<file path="src/design/sphere_pair_collision_resolve_defines.svh">
// Assertion macros shared by the sphere pair collision resolver.
// No dependencies; include with the bare file name.
`ifndef SPHERE_PAIR_COLLISION_RESOLVE_DEFINES_SVH
`define SPHERE_PAIR_COLLISION_RESOLVE_DEFINES_SVH
`ifndef ASSERT_OFF
`define SPCR_ASSERT_IMP(name, clk, rst, ante, cons) \
   name: assert property (@(posedge clk) disable iff (rst) (ante) |-> (cons)) \
      else $error("same-cycle check failed");
`define SPCR_ASSERT_NEXT(name, clk, rst, ante, cons) \
   name: assert property (@(posedge clk) disable iff (rst) (ante) |=> (cons)) \
      else $error("next-cycle check failed");
`else
`define SPCR_ASSERT_IMP(name, clk, rst, ante, cons)
`define SPCR_ASSERT_NEXT(name, clk, rst, ante, cons)
`endif
`endif

</file>
<file path="src/design/spcr_pkg.sv">
// Types, constants and helpers of the sphere pair collision resolver.
// No dependencies; every module imports it.
package spcr_pkg;

   localparam int NORM_BITS   = 30;
   localparam int QUEUE_DEPTH = 4;
   localparam int QPTR_W      = 2;
   localparam int QCNT_W      = 3;

   localparam logic [33:0] J_MAX    = 34'h3_FFFF_FFFF;
   localparam logic [30:0] NORM_ONE = 31'h4000_0000;

   localparam logic [1:0] CSR_RADIUS      = 2'd0;
   localparam logic [1:0] CSR_RESTITUTION = 2'd1;

   typedef struct packed {
      logic signed [31:0] first_pos_x;
      logic signed [31:0] first_pos_y;
      logic signed [31:0] first_pos_z;
      logic signed [31:0] second_pos_x;
      logic signed [31:0] second_pos_y;
      logic signed [31:0] second_pos_z;
      logic signed [31:0] first_vel_x;
      logic signed [31:0] first_vel_y;
      logic signed [31:0] first_vel_z;
      logic signed [31:0] second_vel_x;
      logic signed [31:0] second_vel_y;
      logic signed [31:0] second_vel_z;
   } req_type;

   typedef struct packed {
      logic               which_sphere;
      logic signed [31:0] new_pos_x;
      logic signed [31:0] new_pos_y;
      logic signed [31:0] new_pos_z;
      logic signed [31:0] new_vel_x;
      logic signed [31:0] new_vel_y;
      logic signed [31:0] new_vel_z;
      logic               collided;
      logic               last_of_pair;
   } rsp_type;

   typedef struct packed {
      req_type          item;
      logic             cand;
      logic [61:0]      dsq;
      logic [2:0][30:0] dm;
      logic [2:0]       dn;
      logic [2:0][32:0] rm;
      logic [2:0]       rn;
   } qent_type;

   typedef struct packed {
      logic     push;
      qent_type entry;
   } qpush_type;

   typedef struct packed {
      logic              empty;
      logic [QCNT_W-1:0] fill;
   } qstat_type;

   typedef enum logic [3:0] {
      BK_IDLE,
      BK_SQRT,
      BK_DIV_LOAD,
      BK_DIV,
      BK_DOT_MUL,
      BK_DOT_ACC,
      BK_SCALE_M,
      BK_J_MUL,
      BK_J_RND,
      BK_AP_MUL,
      BK_AP_ADD,
      BK_EMIT_FIRST,
      BK_EMIT_SECOND
   } back_state_type;

   function automatic logic signed [31:0] sat32(input logic signed [36:0] v);
      if (v > 37'sd2147483647) begin
         return 32'sh7FFF_FFFF;
      end else if (v < -37'sd2147483648) begin
         return 32'sh8000_0000;
      end
      return v[31:0];
   endfunction

endpackage

</file>
<file path="src/design/spcr_queue.sv">
// Short queue of classified items between the front end and the back end.
// Depends on spcr_pkg.
module spcr_queue import spcr_pkg::*; (
   input  logic      clock,
   input  logic      reset,
   input  qpush_type qpush,
   input  logic      pop,
   output qent_type  head,
   output qstat_type qstat
);

   qent_type           slot_ff [QUEUE_DEPTH];
   logic [QPTR_W-1:0]  wr_ptr_ff;
   logic [QPTR_W-1:0]  rd_ptr_ff;
   logic [QCNT_W-1:0]  fill_ff;

   always_ff @(posedge clock) begin
      if (reset) begin
         wr_ptr_ff <= '0;
         rd_ptr_ff <= '0;
         fill_ff   <= '0;
      end else begin
         if (qpush.push) begin
            wr_ptr_ff <= wr_ptr_ff + 1'b1;
         end
         if (pop) begin
            rd_ptr_ff <= rd_ptr_ff + 1'b1;
         end
         fill_ff <= fill_ff + QCNT_W'(qpush.push) - QCNT_W'(pop);
      end
   end

   always_ff @(posedge clock) begin
      if (qpush.push) begin
         slot_ff[wr_ptr_ff] <= qpush.entry;
      end
   end

   assign head        = slot_ff[rd_ptr_ff];
   assign qstat.empty = (fill_ff == '0);
   assign qstat.fill  = fill_ff;

endmodule

</file>
<file path="config.mk">
export PLATFORM = sky130hd
export DESIGN_NAME = spcr_queue
export DESIGN_NICKNAME = d
export VERILOG_FILES = /design/src/design/sphere_pair_collision_resolve_defines.svh /design/src/design/spcr_pkg.sv /design/src/design/spcr_queue.sv
export SDC_FILE = /design/constraint.sdc
export NUM_CORES = 2
export LEC_CHECK = 0
export BUFFER_PORTS_ARGS = -buffer_cell sky130_fd_sc_hd__clkbuf_2
export CAP_MARGIN = 20
export CORE_AREA = 2 2 510 512
export CTS_CLUSTER_SIZE = 40
export DETAILED_ROUTE_END_ITERATION = 8
export DIE_AREA = 0 0 512 514
export GPL_TIMING_DRIVEN = 0
export PLACE_DENSITY_LB_ADDON = 0.3
export SYNTH_ARGS = -nofsm -noshare
export SYNTH_HDL_FRONTEND = slang
export SYNTH_SLANG_ARGS = --single-unit
</file>
<file path="constraint.sdc">
create_clock -name clock -period 57.9 [get_ports clock]
set_clock_uncertainty 0.1 [all_clocks]
set_input_delay 11.58 -clock clock [delete_from_list [all_inputs] [get_ports clock]]
set_output_delay 11.58 -clock clock [all_outputs]
set_load 0.02 [all_outputs]
</file>
* Yosys cells after proc, flatten, opt, wreduce, memory -nomap -nowiden
Memories as Yosys holds them, arrays and structs flattened. A register that Yosys moved wholly into a read port is not among the register bits.
Cells that the tools add are included.
** Word-level totals
- Register bits after elaboration :: 7
- RAM bits :: 2580
- Word-level logic and storage cells :: 13
- Memories kept :: 1
** Memories
- slot_ff :: words 4, width 645, read ports 1, clocked after Yosys merged registers in 1, write ports 1, RTL line spcr_queue.sv:12 : qent_type slot_ff [QUEUE_DEPTH];
** Cells by class
- $add $sub $neg :: 4
- Multiplexer cells :: 4
- Reductions and logical operators :: 1
** Operator list (count)
- $add 2x1->2 const B :: 2
- $mux 2 :: 2
- $add 3x1->3 :: 1
- $logic_not 3->1 :: 1
- $sub 3x1->3 :: 1
- $mux 1 :: 2

* Longest topological paths before layout
- Depth in word-level cells :: 3
- Gate-level depth with buffers :: 7
- Gate-level depth less buffers :: 7

* Least setup slack after synthesis
OpenSTA, ideal clock, no wires.
- Path kind :: input port to flip-flop
- From :: input qpush[645] in the netlist's numbering
- To :: memory slot_ff[0][0] in the netlist's numbering, enable pin
- Setup time :: 1093 ps
- Arrival :: 26036 ps
- Data required time :: 56707 ps
- Setup slack :: 30671 ps
- Cell stages on the path :: 1
- Cell sequence :: and2_1
** Between the ends
- Cells in the longest elaborated chain, start to end :: 2
** RTL lines
- from (decl) :: RTL line spcr_queue.sv:6 : input qpush_type qpush,
- $mux 1 :: RTL line spcr_queue.sv:34 : if (qpush.push) begin
- $mux 1 (not written as such) :: RTL line spcr_queue.sv:35 : slot_ff[wr_ptr_ff] <= qpush.entry;
- to (decl) :: RTL line spcr_queue.sv:12
Every way passes these cells.

==> flow_summary.yaml <==
synth:
  syn_nets: 4066
  synthDistinctLibCells: 21
  synth_top_family_by_area: "multiplexers"
  yosys_warnings: 0
  syn_area_mm2: 0.0931
  synth_top_cell_area_share_pct: 83.2
  synth_cells: 3410
  ys_seq_area_share_pct: 83.4
  syn-mean-instance-area_um2: 27.3
  synth_compound_area_share_pct: 0.0161
  synthSimpleGateAreaFrac_pct: 0.0739
  muxShareOfSynthArea_pct: 15.6
  synth.area.top_cells: "edfxtp_1, mux4_2, buf_2, dfxtp_1, buf_1"
  ys_ff_latch: 2589
  synthAdderAreaFrac_pct: 0.102
  synth_xor_area_share_pct: 0.0443
  synth_area_leader_cell: "edfxtp_1"
pwr:
  pwr_density_cell_mw_per_mm2: 38.4
  ir_drop_mv: 0.0295
  leakagePower_uw: 0.0383
  p_comb_share_pct: 11.3
  cellInternalPower_uw: 3350
  power_frac_seq_pct: 49.5
  sw_frac_of_total_pct: 23.8
  p_sw_uw: 1040
  finalPower_uw: 4390
  clkPwrFrac_pct: 39.3
sta:
  slew_headroom_pct: 33.8
  fin_ws_ns: 42.49
  tns_ns: 0
  setup_violations: 0
  drv_slew: 0
  period_share_pct: 26.6
  hold_viol_final: 0
  tightestPinTransition_ns: 0.993
  fmax_mhz: 64.9
  rsz0062_at_grt: "no"
  period_needed_ns: 15.41
worst_setup_path:
  path_class: "flip-flop to primary output"
  crit_path_top_delay_cell: "buf_1"
  end_kind: "primary output"
  r2r_start: "wr_ptr_ff[0]"
  cp-start-kind: "flip-flop"
  cp_cell_sequence: "buf_2 > buf_2 > buf_1 > mux4_2 > clkbuf_2"
  rrSetupSlack_ns: 54.24
  arrival_ns: 3.73
  r2r-end: "slot_ff[1][86]"
  critical_path_required_ns: 46.22
  reg2reg_depth: 8
  cpMostUsedCell: "buf_2"
  path_max_fanout: 11
  cpPeakStageDelay_ns: 0.80
detailed_routing:
  ant_nets: 0
  wire_per_inst_um: 29.6
  vias: 43917
  wirelength_um: 258000
  dr.pass1.iters: 7
  drtIter0Drc: 3246
  drc: 0
  viasPerCell: 5.05
clocking:
  cts-hold-fix-buffers: 0
  clock_tree.buffer_depth: 4
  cts_sinks: 2589
  worstSkewPairLatency_ns: 0.89
  cts.repair.resized: 0
  cts_tree: "yes"
  clkSlewWorstSetupHoldPaths_ns: 0.06
  root_buffer: "clkbuf_16"
  cts-htree-levels: 5
  post_cts_buffers: 0
  cts_buffers: 290
flow_run:
  max_cap_violations: 0
cells_and_area:
  syn2layout_area_growth_pct: 22.8
  final_nets: 5714
  final_cell_count_no_fill: 8701
  drive_gt1_share_pct: 47.0
worst_hold_path:
  whs_path_depth: 2
  hp-start: "rd_ptr_ff[1]"
  hp-class: "flip-flop to flip-flop"
placement:
  dp_slack_ns: 42.98
  place_congestion: 0.793
  port_buffers: 1297
  dp_hpwl_um: 185000
  dp.cells: 8168
floorplan:
  core_mm2: 0.258
  pin_count: 1298
  dieHeight_um: 514
  rows: 187
  die_x_um: 512
  dieArea_mm2: 0.263
  start_util_pct: 36.1
run_status:
  status: "finished, final reports clean"
global_route:
  grt.met1_usage_pct: 21.5
  use_met3_pct: 9.38
  grt_max_degree: 56
  gr-total-overflow: 0
  antenna_found_initial: 119
  grt-busiest-layer: "met2"
  grtUsageTotal_pct: 19.2
  grt_pass1_vias: 45632
  grt_pass1_wl_um: 355000
  met2_usage_pct: 32.0
## cells by family (layout without fill, tap and decap cells)
logic type      after synthesis  in the layout
flops                      2589           2589
mux                         646            646
buf+inv                     150           1995
simple gates                 13             13
fa+ha+maj                     7              7
xor+xnor                      3              3
compound gates                2              2
other cells                   0             44
## cell usage after synthesis
cell      count
edfxtp_1   2580
mux4_2      645
buf_2        80
buf_1        41
clkbuf_1     13
dfxtp_1       9
buf_6         7
ha_1          6
inv_1         6
nor2_1        5
and2_1        4
buf_4         3
nor2b_1       2
xnor2_1       2
a21bo_2       1
a21oi_1       1
fa_1          1
mux2i_1       1
nand3b_1      1
nor3_1        1
xor3_1        1
## final cells by class
cell class	count	area, um2
Clock buffer	345	7550
Timing Repair Buffer	1356	8070
Tap cell	3402	4260
Clock inverter	144	1250
Buffer	144	704
Sequential cell	2589	77700
Fill cell	21793	144000
Inverter	6	22.5
Antenna cell	44	110
Multi-Input combinational cell	671	14800
## worst max path at each step
stage / cells after the start / start / endpoint / slack [ns]
after CTS: 5 / flip-flop / head[312] / 42.09
after global routing: 5 / flip-flop / head[312] / 42.24
after global placement: 2 / qpush[645] / slot_ff[0][26] / 16.80
final: 5 / flip-flop / head[312] / 42.49
after floorplan: 1 / qpush[645] / slot_ff[0][0] / 30.67
after detailed placement: 8 / qpush[645] / slot_ff[1][43] / 42.98
## power groups by stage
stage               clock network, uW  logic [uW]  registers (uW)
finish                           1720         494            2170
CTS                              1760         508            2170
floorplan                           0         270            2270
global route                     1840         523            2180
detailed placement                  0         507            2210
global placement                    0         488            2330
## per-layer routing
metal  wire, um  up-vias
li1           -    18359
met1      91400    23238
met2     128000     1690
met3      29400      516
met4       8270      114
met5        758        -
## sequential cells by signal (all words and copies together), names as in the netlist, named ones only
name and cells:
wr_ptr_ff 2, fill_ff 3, rd_ptr_ff 2, slot_ff 2580
## critical path: cells and delay by family (launching register included)
family,cells,cell delay [ns]
buffers and inverters,4,2.03
muxes,1,0.46
DFF,1,0.30
## placed cells by master (no fill, tap or decap), types with 6 or more instances in the layout
cell        count
edfxtp_1     2580
clkbuf_2     1297
mux4_2        645
clkbuf_16     294
buf_2          80
clkbuf_1       64
clkinv_1       62
buf_16         53
diode_2        44
buf_1          41
clkinv_2       38
bufinv_16      20
clkinvlp_4     10
dfxtp_1         9
inv_6           9
buf_6           7
inv_1           6
ha_1            6
## per-stage QoR
stage	utilization, %	area [um2]	hold slack [ns]
after detailed placement	40.9	105000	0.442
after floorplan	-	93100	0.392
final	44.3	114000	0.441
after CTS	44.3	114000	0.451
after global placement	40.3	104000	0.421
after global routing	44.3	114000	0.475
Note: power is estimated with default switching activity, not from simulation.
